<file path="config.mk">
export PLATFORM = sky130hd
export DESIGN_NAME = velocity_command_safety_limiter
export DESIGN_NICKNAME = d
export VERILOG_FILES = /design/src/hw/rtl/vcsl_pkg.sv /design/src/hw/rtl/velocity_command_safety_limiter.sv /design/src/hw/rtl/vcsl_muldiv.sv
export SDC_FILE = /design/constraint.sdc
export NUM_CORES = 1
export LEC_CHECK = 0
export BUFFER_PORTS_ARGS = -buffer_cell sky130_fd_sc_hd__buf_4
export CORE_MARGIN = 1.5
export CORE_UTILIZATION = 28
export CTS_CLUSTER_SIZE = 16
export DETAILED_ROUTE_END_ITERATION = 10
export GPL_TIMING_DRIVEN = 1
export REMOVE_ABC_BUFFERS = 1
export SLEW_MARGIN = 20
export SYNTH_ARGS = -nofsm -noshare
export SYNTH_HDL_FRONTEND = slang
export SYNTH_HIERARCHICAL = 1
export SYNTH_SLANG_ARGS = --single-unit
</file>
<file path="constraint.sdc">
create_clock -name clk -period 13.68 [get_ports clk]
set_input_delay 0.684 -clock clk [delete_from_list [all_inputs] [get_ports clk]]
set_output_delay 0.684 -clock clk [all_outputs]
set_load 0.05 [all_outputs]
</file>
<file path="src/hw/rtl/vcsl_pkg.sv">
// Shared types, constants and register codes of the velocity command safety limiter.
package vcsl_pkg;

  // Stream and configuration widths
  localparam int IN_TDATA_W  = 72;
  localparam int OUT_TDATA_W = 64;
  localparam int CFG_ADDR_W  = 3;
  localparam int CFG_DATA_W  = 16;

  // Configuration register indexes
  localparam logic [CFG_ADDR_W-1:0] REG_SOFT_DIST    = 3'd0;
  localparam logic [CFG_ADDR_W-1:0] REG_EMERG_DIST   = 3'd1;
  localparam logic [CFG_ADDR_W-1:0] REG_MAX_LINEAR   = 3'd2;
  localparam logic [CFG_ADDR_W-1:0] REG_MAX_ANGULAR  = 3'd3;
  localparam logic [CFG_ADDR_W-1:0] REG_LIN_ACCEL    = 3'd4;
  localparam logic [CFG_ADDR_W-1:0] REG_LIN_DECEL    = 3'd5;
  localparam logic [CFG_ADDR_W-1:0] REG_CMD_TIMEOUT  = 3'd6;
  localparam logic [CFG_ADDR_W-1:0] REG_POSE_TIMEOUT = 3'd7;

  // Register reset values
  localparam logic [15:0] RST_SOFT_DIST    = 16'd650;
  localparam logic [15:0] RST_EMERG_DIST   = 16'd300;
  localparam logic [14:0] RST_MAX_LINEAR   = 15'd1000;
  localparam logic [14:0] RST_MAX_ANGULAR  = 15'd4000;
  localparam logic [14:0] RST_LIN_ACCEL    = 15'd66;
  localparam logic [14:0] RST_LIN_DECEL    = 15'd40;
  localparam logic [15:0] RST_CMD_TIMEOUT  = 16'd15;
  localparam logic [15:0] RST_POSE_TIMEOUT = 16'd25;

  // Reason codes, first that holds wins
  localparam logic [2:0] RSN_NORMAL     = 3'd0;
  localparam logic [2:0] RSN_EMERGENCY  = 3'd1;
  localparam logic [2:0] RSN_CMD_STALE  = 3'd2;
  localparam logic [2:0] RSN_POSE_STALE = 3'd3;
  localparam logic [2:0] RSN_GOAL       = 3'd4;
  localparam logic [2:0] RSN_SOFT_STOP  = 3'd5;

  // Fixed limits
  localparam logic signed [12:0] FRONT_HALF_ANGLE_MRAD = 13'sd524;
  localparam logic signed [16:0] ANGULAR_STEP          = 17'sd200;
  localparam logic [15:0]        AGE_MAX               = 16'hFFFF;
  localparam logic [15:0]        NO_CLEARANCE          = 16'hFFFF;

  // Multiply and divide step counts of the serial scaling unit
  localparam int MUL_STEPS = 16;
  localparam int DIV_STEPS = 15;
  localparam int CNT_W     = 4;
  localparam logic [CNT_W-1:0] MUL_LAST = CNT_W'(MUL_STEPS - 1);
  localparam logic [CNT_W-1:0] DIV_LAST = CNT_W'(DIV_STEPS - 1);

  // Input transaction, first field in the lowest bits
  typedef struct packed {
    logic [5:0]         pad;
    logic [15:0]        obstacle_distance;
    logic signed [12:0] obstacle_azimuth;
    logic               obstacle_valid;
    logic               goal_is_reached;
    logic               pose_new;
    logic signed [15:0] cmd_angular;
    logic signed [15:0] cmd_linear;
    logic               cmd_new;
    logic               cmd_present;
  } in_item_t;

  // Result transaction, first field in the lowest bits
  typedef struct packed {
    logic [6:0]         pad;
    logic [2:0]         reason_code;
    logic [15:0]        front_dist;
    logic               move_ok;
    logic               obstacle_close;
    logic               goal_flag;
    logic               pose_is_stale;
    logic               command_stale;
    logic               soft_stop_active;
    logic               emergency_active;
    logic signed [15:0] out_angular;
    logic [14:0]        out_linear;
  } out_item_t;

  // Request to the serial scaling unit: floor(mcand * mplier / divisor)
  typedef struct packed {
    logic        start;
    logic [14:0] mcand;
    logic [15:0] mplier;
    logic [15:0] divisor;
  } md_req_t;

  // Response of the serial scaling unit
  typedef struct packed {
    logic        done;
    logic [14:0] quotient;
  } md_rsp_t;

endpackage

</file>
<file path="src/hw/rtl/velocity_command_safety_limiter.sv">
// Top level of the velocity command safety limiter: tick handling, limits and slew.
//
// One input transaction is one control tick; it yields exactly one result transaction.
// A tick is captured on acceptance; the serial scaling unit then does the shift-add
// multiply of commanded speed by clearance and the restoring divide by the soft-stop
// distance, one bit per cycle, and hands off to the final limit and slew stage, which
// loads the result into the output register once that register is free. The next tick
// is accepted in the cycle after the result is loaded, even while that result still
// waits to be taken, so ticks are handled one at a time. Configuration writes take
// effect at once and are meant for idle time.
module velocity_command_safety_limiter (
  input  logic                                clk,
  input  logic                                rst_n,
  // cmd_present, cmd_new, cmd_linear[16], cmd_angular[16], pose_new, goal_is_reached,
  // obstacle_valid, obstacle_azimuth[13], obstacle_distance[16], zero fill
  input  logic [vcsl_pkg::IN_TDATA_W-1:0]     in_tdata,
  input  logic                                in_tvalid,
  output logic                                in_tready,
  // out_linear[15], out_angular[16], emergency_active, soft_stop_active, command_stale,
  // pose_is_stale, goal_flag, obstacle_close, move_ok, front_dist[16],
  // reason_code[3], zero fill
  output logic [vcsl_pkg::OUT_TDATA_W-1:0]    out_tdata,
  output logic                                out_tvalid,
  input  logic                                out_tready,
  input  logic                                cfg_we,
  input  logic [vcsl_pkg::CFG_ADDR_W-1:0]     cfg_addr,
  input  logic [vcsl_pkg::CFG_DATA_W-1:0]     cfg_wdata
);
  import vcsl_pkg::*;

  localparam logic [1:0] ST_IDLE = 2'd0;
  localparam logic [1:0] ST_RUN  = 2'd1;
  localparam logic [1:0] ST_FIN  = 2'd2;

  // Configuration registers
  logic [15:0] soft_dist_r;
  logic [15:0] emerg_dist_r;
  logic [14:0] max_lin_r;
  logic [14:0] max_ang_r;
  logic [14:0] lin_accel_r;
  logic [14:0] lin_decel_r;
  logic [15:0] cmd_timeout_r;
  logic [15:0] pose_timeout_r;

  // Tick state
  logic [1:0]         state_r;
  logic [15:0]        cmd_age_r;
  logic [15:0]        cmd_age_nxt;
  logic [15:0]        pose_age_r;
  logic [15:0]        pose_age_nxt;
  logic [14:0]        last_lin_r;
  logic signed [15:0] last_ang_r;

  // Captured tick
  logic signed [15:0] in_v_r;
  logic signed [15:0] in_w_r;
  logic               goal_r;
  logic               emerg_r;
  logic               soft_r;
  logic               cmd_old_r;
  logic               pose_old_r;
  logic [15:0]        clear_r;

  // Result register
  out_item_t out_r;
  logic      out_tvalid_r;

  in_item_t  in_item;
  md_req_t   md_req;
  md_rsp_t   md_rsp;
  logic      in_fire;
  logic      out_free;
  logic      commit;
  logic      front_hit;
  logic [15:0] clear_now;
  logic      emerg_now;
  logic      ramp;
  out_item_t res;

  logic signed [16:0] lin_src;
  logic signed [16:0] lin_tgt;
  logic signed [16:0] lin_prev;
  logic signed [16:0] lin_up;
  logic signed [16:0] lin_dn;
  logic signed [16:0] lin_res;
  logic signed [16:0] ang_src;
  logic signed [16:0] ang_tgt;
  logic signed [16:0] ang_max;
  logic signed [16:0] ang_prev;
  logic signed [16:0] ang_up;
  logic signed [16:0] ang_dn;
  logic signed [16:0] ang_res;

  assign in_item   = in_item_t'(in_tdata);
  assign in_tready = (state_r == ST_IDLE);
  assign in_fire   = in_tvalid && in_tready;
  assign out_free  = !out_tvalid_r || out_tready;
  assign commit    = (state_r == ST_FIN) && out_free;

  // Write configuration registers
  always_ff @(posedge clk) begin
    if (!rst_n) begin
      soft_dist_r    <= RST_SOFT_DIST;
      emerg_dist_r   <= RST_EMERG_DIST;
      max_lin_r      <= RST_MAX_LINEAR;
      max_ang_r      <= RST_MAX_ANGULAR;
      lin_accel_r    <= RST_LIN_ACCEL;
      lin_decel_r    <= RST_LIN_DECEL;
      cmd_timeout_r  <= RST_CMD_TIMEOUT;
      pose_timeout_r <= RST_POSE_TIMEOUT;
    end else if (cfg_we) begin
      unique case (cfg_addr)
        REG_SOFT_DIST:    soft_dist_r    <= cfg_wdata;
        REG_EMERG_DIST:   emerg_dist_r   <= cfg_wdata;
        REG_MAX_LINEAR:   max_lin_r      <= cfg_wdata[14:0];
        REG_MAX_ANGULAR:  max_ang_r      <= cfg_wdata[14:0];
        REG_LIN_ACCEL:    lin_accel_r    <= cfg_wdata[14:0];
        REG_LIN_DECEL:    lin_decel_r    <= cfg_wdata[14:0];
        REG_CMD_TIMEOUT:  cmd_timeout_r  <= cfg_wdata;
        REG_POSE_TIMEOUT: pose_timeout_r <= cfg_wdata;
        default: ;
      endcase
    end
  end

  // Advance the saturating age counters
  assign cmd_age_nxt  = in_item.cmd_new ? 16'd0 :
                        (cmd_age_r == AGE_MAX) ? AGE_MAX : cmd_age_r + 16'd1;
  assign pose_age_nxt = in_item.pose_new ? 16'd0 :
                        (pose_age_r == AGE_MAX) ? AGE_MAX : pose_age_r + 16'd1;

  // Find the front clearance and the emergency condition of the incoming tick
  assign front_hit = in_item.obstacle_valid &&
                     (in_item.obstacle_azimuth <= FRONT_HALF_ANGLE_MRAD) &&
                     (in_item.obstacle_azimuth >= -FRONT_HALF_ANGLE_MRAD);
  assign clear_now = front_hit ? in_item.obstacle_distance : NO_CLEARANCE;
  assign emerg_now = clear_now < emerg_dist_r;

  // Start the scaling unit on every accepted tick
  assign md_req.start   = in_fire;
  assign md_req.mcand   = in_item.cmd_linear[14:0];
  assign md_req.mplier  = clear_now;
  assign md_req.divisor = soft_dist_r;

  vcsl_muldiv u_muldiv (
    .clk   (clk),
    .rst_n (rst_n),
    .req   (md_req),
    .rsp   (md_rsp)
  );

  // Capture the tick
  always_ff @(posedge clk) begin
    if (in_fire) begin
      in_v_r     <= in_item.cmd_present ? in_item.cmd_linear : 16'sd0;
      in_w_r     <= in_item.cmd_present ? in_item.cmd_angular : 16'sd0;
      goal_r     <= in_item.goal_is_reached;
      emerg_r    <= emerg_now;
      soft_r     <= !emerg_now && (clear_now < soft_dist_r);
      cmd_old_r  <= cmd_age_nxt > cmd_timeout_r;
      pose_old_r <= pose_age_nxt > pose_timeout_r;
      clear_r    <= clear_now;
    end
  end

  // Linear target: ramp to zero, soft-stop scaling, then clamp to 0..max
  assign ramp = cmd_old_r || pose_old_r || goal_r;

  always_comb begin
    if (ramp) begin
      lin_src = 17'sd0;
    end else if (soft_r) begin
      lin_src = (in_v_r > 16'sd0) ? $signed({2'b00, md_rsp.quotient}) : 17'sd0;
    end else begin
      lin_src = 17'(in_v_r);
    end
    if (lin_src < 17'sd0) begin
      lin_tgt = 17'sd0;
    end else if (lin_src > $signed({2'b00, max_lin_r})) begin
      lin_tgt = $signed({2'b00, max_lin_r});
    end else begin
      lin_tgt = lin_src;
    end
  end

  // Linear slew
  assign lin_prev = $signed({2'b00, last_lin_r});
  assign lin_up   = lin_prev + $signed({2'b00, lin_accel_r});
  assign lin_dn   = lin_prev - $signed({2'b00, lin_decel_r});

  always_comb begin
    if (lin_tgt > lin_prev) begin
      lin_res = (lin_up < lin_tgt) ? lin_up : lin_tgt;
    end else if (lin_tgt < lin_prev) begin
      lin_res = (lin_dn > lin_tgt) ? lin_dn : lin_tgt;
    end else begin
      lin_res = lin_tgt;
    end
  end

  // Angular target clamped to plus or minus max, then slew by the fixed step
  assign ang_src  = ramp ? 17'sd0 : 17'(in_w_r);
  assign ang_max  = $signed({2'b00, max_ang_r});
  assign ang_prev = 17'(last_ang_r);
  assign ang_up   = ang_prev + ANGULAR_STEP;
  assign ang_dn   = ang_prev - ANGULAR_STEP;

  always_comb begin
    if (ang_src < -ang_max) begin
      ang_tgt = -ang_max;
    end else if (ang_src > ang_max) begin
      ang_tgt = ang_max;
    end else begin
      ang_tgt = ang_src;
    end
    if (ang_tgt > ang_prev) begin
      ang_res = (ang_up < ang_tgt) ? ang_up : ang_tgt;
    end else if (ang_tgt < ang_prev) begin
      ang_res = (ang_dn > ang_tgt) ? ang_dn : ang_tgt;
    end else begin
      ang_res = ang_tgt;
    end
  end

  // Assemble the result transaction
  always_comb begin
    res = '0;
    if (!ramp && emerg_r) begin
      res.out_linear  = '0;
      res.out_angular = '0;
    end else begin
      res.out_linear  = lin_res[14:0];
      res.out_angular = ang_res[15:0];
    end
    res.emergency_active = emerg_r;
    res.soft_stop_active = soft_r;
    res.command_stale    = cmd_old_r;
    res.pose_is_stale    = pose_old_r;
    res.goal_flag        = goal_r;
    res.obstacle_close   = emerg_r || soft_r;
    res.move_ok          = !emerg_r && !cmd_old_r && !pose_old_r;
    res.front_dist       = clear_r;
    priority if (emerg_r) begin
      res.reason_code = RSN_EMERGENCY;
    end else if (cmd_old_r) begin
      res.reason_code = RSN_CMD_STALE;
    end else if (pose_old_r) begin
      res.reason_code = RSN_POSE_STALE;
    end else if (goal_r) begin
      res.reason_code = RSN_GOAL;
    end else if (soft_r) begin
      res.reason_code = RSN_SOFT_STOP;
    end else begin
      res.reason_code = RSN_NORMAL;
    end
  end

  // Sequence the tick and hold the tick state
  always_ff @(posedge clk) begin
    if (!rst_n) begin
      state_r      <= ST_IDLE;
      cmd_age_r    <= '0;
      pose_age_r   <= '0;
      last_lin_r   <= '0;
      last_ang_r   <= '0;
      out_tvalid_r <= 1'b0;
    end else begin
      // Raise valid on a new result, drop it once the transaction is taken
      if (commit) begin
        out_tvalid_r <= 1'b1;
      end else if (out_tvalid_r && out_tready) begin
        out_tvalid_r <= 1'b0;
      end
      unique case (state_r)
        ST_IDLE: begin
          if (in_fire) begin
            cmd_age_r  <= cmd_age_nxt;
            pose_age_r <= pose_age_nxt;
            state_r    <= ST_RUN;
          end
        end
        ST_RUN: begin
          if (md_rsp.done) begin
            state_r <= ST_FIN;
          end
        end
        ST_FIN: begin
          if (commit) begin
            last_lin_r <= res.out_linear;
            last_ang_r <= res.out_angular;
            state_r    <= ST_IDLE;
          end
        end
        default: state_r <= ST_IDLE;
      endcase
    end
  end

  // Load the result register
  always_ff @(posedge clk) begin
    if (commit) begin
      out_r <= res;
    end
  end

  assign out_tdata  = out_r;
  assign out_tvalid = out_tvalid_r;

`ifndef SYNTHESIS
  // The scaling unit reports only while a tick is running
  a_done_in_run: assert property (@(posedge clk) disable iff (!rst_n)
    md_rsp.done |-> state_r == ST_RUN)
    else $error("scaling result outside a running tick");

  // An emergency without a ramp request stops both speeds at once
  a_emerg_zero: assert property (@(posedge clk) disable iff (!rst_n)
    (out_tvalid_r && out_r.emergency_active && !out_r.command_stale &&
     !out_r.pose_is_stale && !out_r.goal_flag)
    |-> (out_r.out_linear == '0 && out_r.out_angular == '0))
    else $error("emergency result with nonzero speed");

  // A finished tick reaches the output register and frees the input side
  a_commit: assert property (@(posedge clk) disable iff (!rst_n)
    commit |=> (out_tvalid_r && state_r == ST_IDLE && last_lin_r == out_r.out_linear))
    else $error("finished tick not delivered");
`endif

endmodule

</file>
<file path="src/hw/rtl/vcsl_muldiv.sv">
// Serial shift-add multiplier followed by a restoring divider for the soft-stop ratio.
module vcsl_muldiv (
  input  logic              clk,
  input  logic              rst_n,
  input  vcsl_pkg::md_req_t req,
  output vcsl_pkg::md_rsp_t rsp
);
  import vcsl_pkg::*;

  logic             busy_r;
  logic             div_phase_r;
  logic [CNT_W-1:0] cnt_r;
  logic             done_r;
  logic [14:0]      mcand_r;
  logic [15:0]      mplier_r;
  logic [15:0]      divisor_r;
  logic [30:0]      acc_r;
  logic [30:0]      acc_nxt;
  logic [16:0]      rem_r;
  logic [16:0]      rem_sh;
  logic [16:0]      rem_sub;
  logic             rem_ge;
  logic [14:0]      low_r;
  logic [14:0]      quo_r;

  // Multiply step: one multiplier bit per cycle, most significant first
  assign acc_nxt = {acc_r[29:0], 1'b0} + (mplier_r[15] ? {16'd0, mcand_r} : 31'd0);

  // Divide step: one quotient bit per cycle
  assign rem_sh  = {rem_r[15:0], low_r[14]};
  assign rem_ge  = rem_sh >= {1'b0, divisor_r};
  assign rem_sub = rem_sh - {1'b0, divisor_r};

  // Sequence the multiply and divide phases
  always_ff @(posedge clk) begin
    if (!rst_n) begin
      busy_r      <= 1'b0;
      div_phase_r <= 1'b0;
      cnt_r       <= '0;
      done_r      <= 1'b0;
    end else if (req.start) begin
      busy_r      <= 1'b1;
      div_phase_r <= 1'b0;
      cnt_r       <= '0;
      done_r      <= 1'b0;
    end else if (busy_r) begin
      if (!div_phase_r) begin
        if (cnt_r == MUL_LAST) begin
          div_phase_r <= 1'b1;
          cnt_r       <= '0;
        end else begin
          cnt_r <= cnt_r + 1'b1;
        end
      end else begin
        if (cnt_r == DIV_LAST) begin
          busy_r <= 1'b0;
          done_r <= 1'b1;
        end else begin
          cnt_r <= cnt_r + 1'b1;
        end
      end
    end else begin
      done_r <= 1'b0;
    end
  end

  // Shift the operands, partial product, remainder and quotient
  always_ff @(posedge clk) begin
    if (req.start) begin
      mcand_r   <= req.mcand;
      mplier_r  <= req.mplier;
      divisor_r <= req.divisor;
      acc_r     <= '0;
    end else if (busy_r && !div_phase_r) begin
      acc_r    <= acc_nxt;
      mplier_r <= {mplier_r[14:0], 1'b0};
      if (cnt_r == MUL_LAST) begin
        rem_r <= {1'b0, acc_nxt[30:15]};
        low_r <= acc_nxt[14:0];
      end
    end else if (busy_r) begin
      rem_r <= rem_ge ? rem_sub : rem_sh;
      low_r <= {low_r[13:0], 1'b0};
      quo_r <= {quo_r[13:0], rem_ge};
    end
  end

  assign rsp.done     = done_r;
  assign rsp.quotient = quo_r;

`ifndef SYNTHESIS
  // A new request never lands on an operation in flight
  a_start_idle: assert property (@(posedge clk) disable iff (!rst_n)
    req.start |-> !busy_r)
    else $error("scaling unit started while busy");

  // Completion follows only the last divide step
  a_done_after_div: assert property (@(posedge clk) disable iff (!rst_n)
    $rose(done_r) |-> $past(busy_r && div_phase_r && cnt_r == DIV_LAST))
    else $error("scaling unit finished outside the divide phase");

  // Completion is never reported while still busy
  a_done_not_busy: assert property (@(posedge clk) disable iff (!rst_n)
    done_r |-> !busy_r)
    else $error("scaling unit done while busy");
`endif

endmodule
</file>
==> impl_metrics.env, run 1 <==
export IMPL_ir_drop_v=0.00009234
export IMPL_p_switching_w=0.0009432
export IMPL_grt_pass1_vias=20480
export IMPL_grt_overflow=0
export IMPL_cts_buffer_depth=3
export IMPL_synth_area_top_cells="edfxtp_1 (23%), dfxtp_1 (17%), ha_1 (13%)"
export IMPL_final_common_cell="nand2_1"
export IMPL_worstPathMaxFanout=23
export IMPL_cts_tree="built"
export IMPL_synthSimpleGateAreaFrac=0.1849
export IMPL_grt_pass1_wl_um=116100
export IMPL_ctsHtreeMaxLevel=2
export IMPL_hpwl_um=55060
export IMPL_die_w_um=310.8
export IMPL_numCtsBuffers=50
export IMPL_multi_input_area_mm2=0.01454
export IMPL_finalSetupTns_ps=0
export IMPL_gp_congestion=0.8801
export IMPL_grt_setup_unrepaired="no"
export IMPL_crit_path_max_incr_delay_ps=670
export IMPL_synth_top_area_frac=0.2297
export IMPL_dieArea_mm2=0.09662
export IMPL_period_minus_slack_ps=8115
export IMPL_clock_latency_ps=620
export IMPL_fp_coreArea_mm2=0.09361
export IMPL_startpoint_type="flip-flop"
export IMPL_slew_viol_final=0
export IMPL_crit_family="simple AND/OR/NAND/NOR gates"
export IMPL_syn_to_final_growth_pct=16.04
export IMPL_combPwrFrac=0.153
export IMPL_avgViaCountPerCell=4.893
export IMPL_ys_flop_type="dfxtp_1"
export IMPL_cts_clk_slew_worst_paths_ps=60
export IMPL_layout_drive_gt1_share=0.1100
export IMPL_dr_total_vias=21350
export IMPL_seq_area_frac_synth=0.4010
export IMPL_mostFrequentLayoutCells="nand2_1 (457), a21oi_1 (282), ha_1 (266), dfxtp_1 (227), inv_1 (215)"
export IMPL_seq_area_mm2=0.01064
export IMPL_dr_pass1_iters=5
export IMPL_drv_cap=0
export IMPL_cp_common_cell="nor2_1"
export IMPL_cts_sinks=430
export IMPL_synth_mux_area_frac=0.03188
export IMPL_hp_class="in -> reg"
export IMPL_root_buffer="clkbuf_16"
export IMPL_ant_nets=0
export IMPL_grt_max_degree=70
export IMPL_ys_types=91
export IMPL_fp_dieH_um=310.8
export IMPL_fmax_mhz=123.2
export IMPL_drt_iter0_markers=1539
export IMPL_io_pins=162
export IMPL_final_hold_viol_count=0
export IMPL_synth_top_family_by_area="simple AND/OR/NAND/NOR gates"
export IMPL_grtUsageTotal=0.1503
export IMPL_critical_path_class="reg -> reg"
export IMPL_ys_seq_elements=430
export IMPL_cts_setup_buffers=0
export IMPL_async_flop_share=0
export IMPL_postCtsHoldBufs=0
export IMPL_wire_per_inst_um=17.01
export IMPL_synth_area_mm2=0.02653
export IMPL_synthAdderAreaFrac=0.1284
export IMPL_synth_compound_area_frac=0.1601
export IMPL_p_clk_frac=0.439
export IMPL_worstPathRequired_ps=14010
export IMPL_cts_repair_resized=0
export IMPL_status="finished clean"
export IMPL_antenna_found_initial=4
export IMPL_crit_path_end_kind="flip-flop"
export IMPL_pwr_share_seq=0.408
export IMPL_antennaDiodeCount=0
export IMPL_slowest_stage="a2111oi_0"
export IMPL_syn_inst=2977
export IMPL_skew_ps=71.06
export IMPL_internal_power_w=0.002555
export IMPL_syn_area_per_cell_um2=8.913
export IMPL_synth_xor_area_frac=0.03961
export IMPL_swShare=0.2696
export IMPL_worst_pin_slew_ps=1061
export IMPL_initial_utilization=0.2835
export IMPL_wl_um=74220
export IMPL_setup_viol=0
export IMPL_arrival_ps=8450
export IMPL_synth_top_area_cell="edfxtp_1"
export IMPL_io_buffers=148
export IMPL_yosysWarningCount=6
export IMPL_nets=3433
export IMPL_leakage_nw=12.14
export IMPL_period_share=0.5932
export IMPL_relSlewSlack=0.2929
export IMPL_dp_cells=4268
export IMPL_synth_edff_count=203
export IMPL_worst_path_buf_inv=3
export IMPL_rows=112
export IMPL_drc=0
export IMPL_fillers=9800
export IMPL_finalNonFillerCells=4362
export IMPL_power_density_mw_per_mm2=113.6
## final timing paths
kind | start | endpoint | slack [ps] | depth (start not counted)
worst max-delay path | max_ang_r[1] | out_tdata[23] | 5570 | 29
worst min-delay path | in_tdata[35] | goal_r | 250 | 1
worst max register to register | max_ang_r[1] | out_tdata[23] | 5570 | 29
worst min register to register | clear_r[9] | out_tdata[47] | 420 | 0
## Yosys cell counts (all sizes together), types with 24 or more instances
library cell,n
o21ai,86
a211oi,27
nand3,73
o21a,27
dfxtp,227
nor2b,46
inv,216
nand2,459
nor2,163
o211ai,43
buf,25
mux2,25
a21oi,283
nand2b,29
and3,24
mux2i,56
xor2,32
edfxtp,203
nor3,69
clkbuf,117
nand4,40
a21o,47
or2,25
and2,70
xnor2,88
ha,266
## stage by stage
step / util / instance area [um2] / hold slack [ps] / power (W) / setup WS [ps]
2_1_floorplan: - / 25940 / 400.3 / 0.001811 / 6445
4_1_cts: 0.3286 / 30760 / 209.1 / 0.003531 / 5717
6_report: 0.3289 / 30790 / 246.6 / 0.003498 / 5565
5_1_grt: 0.3289 / 30790 / 215.5 / 0.003653 / 4792
3_5_place_dp: 0.3084 / 28870 / 405.6 / 0.001984 / 5701
3_3_place_gp: 0.3083 / 28860 / 402.5 / 0.001978 / 5663
## cells by family (layout without fill, tap and decap cells)
| kind of cell | count (synthesis) | count (layout) |
|---|---|---|
| compound gates | 666 | 666 |
| buf+inv | 359 | 484 |
| flops | 430 | 430 |
| xor+xnor | 120 | 120 |
| mux | 81 | 81 |
| simple gates | 1050 | 1050 |
| fa+ha+maj | 270 | 270 |
| other cells | 1 | 7 |
## area by class of cell
cell class / count / area share
clock inverters: 38 / 0.01869
multi-input cells: 2194 / 0.4723
inverters: 217 / 0.02670
flip-flops and latches: 430 / 0.3456
clock buffers: 55 / 0.04295
well taps: 1254 / 0.05096
repair buffers: 174 / 0.04283
## metal layers
layer | global-route usage | wire length (um)
met3 | 0.01906 | 3752
met5 | 0 | 31
met4 | 0.04889 | 2270
met2 | 0.2425 | 33510
met1 | 0.2073 | 34650
## worst register-to-register path, delay by kind of cell, from the launching register on
kind	cells	cell delay (ps)
and+or+nand+nor	14	3780
adders and majority gates	3	820
DFF	1	330
AOI/OAI and AO/OA	9	2480
buffers and inverters	3	460
## sequential cells by signal, indices dropped and copies added, names as in the netlist, 4 cells and up
signal	count
u_muldiv/quo_r	15
in_w_r	16
lin_decel_r	15
u_muldiv/acc_r	30
soft_dist_r	16
out_tdata	57
emerg_dist_r	16
in_v_r	16
cmd_age_r	16
u_muldiv/mcand_r	15
lin_accel_r	15
last_ang_r	16
u_muldiv/cnt_r	4
u_muldiv/rem_r	16
pose_age_r	16
clear_r	16
max_lin_r	15
max_ang_r	15
u_muldiv/divisor_r	16
u_muldiv/mplier_r	16
cmd_timeout_r	16
u_muldiv/low_r	15
pose_timeout_r	16
last_lin_r	15
## power by group through the flow
stage          clock network, W  registers [W]  logic [W]
3_3_place_gp                  0        0.00145   0.000524
2_1_floorplan                 0        0.00145   0.000363
3_5_place_dp                  0        0.00145   0.000530
6_report                0.00153        0.00143   0.000537
5_1_grt                 0.00162        0.00143   0.000598
4_1_cts                 0.00157        0.00143   0.000534
Note: power is estimated with default switching activity, not from simulation.
==> run 2, diff against run 1 <==
==> constraint.sdc (replaced) <==
create_clock -name clk -period 7.8 [get_ports clk]
set_input_delay 0.39 -clock clk [delete_from_list [all_inputs] [get_ports clk]]
set_output_delay 0.39 -clock clk [all_outputs]
set_load 0.05 [all_outputs]
==> run 2 against run 1 <==
Effect of this change:
- core utilization barely moved
- clock skew fell by 41 ps
- combinational power rose by 79%
- sequential power rose by 75%
- clock power rose by 51%
- non-clock buffer count rose by 28
- setup slack got worse by 5000 ps
- critical endpoint is now out_tdata[25]
- largest cell class unchanged
- largest power group is now registers
==> impl_metrics.env, run 2 (synthesis gave the netlist of run 1 again) <==
export IMPL_status="finished clean"
export IMPL_antenna_found_initial=2
export IMPL_fmax_mhz=138.1
export IMPL_arrival_ps=7570
export IMPL_cts_buffer_depth=3
export IMPL_power_w=0.005774
export IMPL_final_hold_viol_count=0
export IMPL_dr_total_vias=21620
export IMPL_grt_pass1_vias=20980
export IMPL_ant_nets=0
export IMPL_ctsHtreeMaxLevel=2
export IMPL_grt_max_degree=86
export IMPL_fillers=9814
export IMPL_setup_ws_ps=558.5
export IMPL_syn_to_final_growth_pct=15.91
export IMPL_drc=0
export IMPL_final_common_cell="nand2_1"
export IMPL_layout_drive_gt1_share=0.1098
export IMPL_period_minus_slack_ps=7242
export IMPL_fp_coreArea_mm2=0.09361
export IMPL_drv_cap=0
export IMPL_root_buffer="clkbuf_16"
export IMPL_power_density_mw_per_mm2=187.7
export IMPL_worstPathRequired_ps=8130
export IMPL_grt_overflow=0
export IMPL_grtUsageTotal=0.1532
export IMPL_period_share=0.9284
export IMPL_skew_ps=30.10
export IMPL_cts_tree="built"
export IMPL_dieArea_mm2=0.09662
export IMPL_slew_viol_final=0
export IMPL_critical_path_class="reg -> reg"
export IMPL_rows=112
export IMPL_initial_utilization=0.2835
export IMPL_holdWs_ps=74.15
export IMPL_ir_drop_v=0.0001454
export IMPL_worstPathMaxFanout=15
export IMPL_slowest_stage="a2111oi_0"
export IMPL_setup_viol=0
export IMPL_mostFrequentLayoutCells="nand2_1 (457), a21oi_1 (282), ha_1 (266), dfxtp_1 (227), inv_1 (215)"
export IMPL_largest_reg_flops=57
export IMPL_cts_sinks=430
export IMPL_die_w_um=310.8
export IMPL_dr_pass1_iters=5
export IMPL_startpoint_type="flip-flop"
export IMPL_wl_um=75680
export IMPL_leakage_nw=12.12
export IMPL_crit_path_end_kind="flip-flop"
export IMPL_crit_path_max_incr_delay_ps=670
export IMPL_clock_latency_ps=620
export IMPL_worst_pin_slew_ps=874.1
export IMPL_avgViaCountPerCell=4.926
export IMPL_drt_iter0_markers=1253
export IMPL_gp_congestion=0.9247
export IMPL_io_buffers=148
export IMPL_relSlewSlack=0.4172
export IMPL_grt_pass1_wl_um=118400
export IMPL_cts_setup_buffers=0
export IMPL_pre_cts_slack_ps=519.0
export IMPL_hpwl_um=55290
export IMPL_numCtsBuffers=49
export IMPL_cts_clk_slew_worst_paths_ps=60
export IMPL_fp_dieH_um=310.8
export IMPL_hp_class="in -> reg"
export IMPL_wire_per_inst_um=17.24
export IMPL_io_pins=162
export IMPL_nets=3460
==> run 2: changes by cell type in the layout (fill, tap and decap cells not counted), sizes merged <==
cell / previous run / this run
buf: 174 / 186
dlygate4sd3: 0 / 16
clkbuf: 55 / 63
bufinv: 13 / 2
inv: 225 / 221
diode: 0 / 1
clkinv: 15 / 20
==> run 2: layer usage <==
layer / GRT usage / wire (um) / vias up
met1: 0.2069 / 35190 / 10310
met3: 0.02033 / 3392 / 92
met5: 0 / 13 / -
met2: 0.2557 / 35410 / 469
met4: 0.04157 / 1678 / 2
li1: - / - / 10750
==> run 2: cell type report <==
type | instances | area (um2) | area share
clock buffer | 63 | 1360 | 0.04422
clock inverter | 28 | 239.0 | 0.007770
multi-input combinational | 2194 | 14560 | 0.4732
timing repair buffer | 202 | 1569 | 0.05101
antenna | 1 | 2.502 | 0.00008136
tap | 1254 | 1569 | 0.05101
sequential | 430 | 10640 | 0.3459
inverter | 217 | 822.0 | 0.02673
==> run 2: critical path, delay by kind of cell (launching register included) <==
family / cells / cell delay [ps]
DFF: 1 / 330
muxes: 1 / 150
adders and majority gates: 3 / 800
AOI/OAI and AO/OA: 6 / 1690
buffers and inverters: 4 / 620
and+or+nand+nor: 15 / 3350
==> run 2: worst paths after layout <==
check / from / endpoint / slack [ps] / cells after the start
setup / recovery: max_ang_r[1] / out_tdata[25] / 560 / 29
hold / removal: cfg_wdata[15] / pose_timeout_r[15] / 70 / 3
setup reg to reg: max_ang_r[1] / out_tdata[25] / 560 / 29
hold reg to reg: clear_r[4] / out_tdata[42] / 410 / 0
==> run 2: metrics by stage <==
step / std cells / util / setup TNS (ps) / area (um2)
3_3_place_gp: 4281 / 0.3095 / 0 / 28970
4_1_cts: 4388 / 0.3284 / 0 / 30740
3_5_place_dp: 4281 / 0.3096 / 0 / 28980
2_1_floorplan: 2841 / - / 0 / 25940
5_1_grt: 4388 / 0.3285 / -8.555 / 30750
6_report: 4389 / 0.3286 / 0 / 30760
==> run 2: what timing repair did <==
item,CTS,global route
hold buffers,16,0
resized for setup,0,4
endpoints found under the hold margin,16,0
endpoints found under the setup margin,0,21
==> run 2: power by group <==
| part | switching (W) | total (W) | internal [W] |
|---|---|---|---|
| Combinational | 0.000588 | 0.000961 | 0.000372 |
| Clock | 0.00100 | 0.00231 | 0.00131 |
| Sequential | 0.0000467 | 0.00250 | 0.00246 |
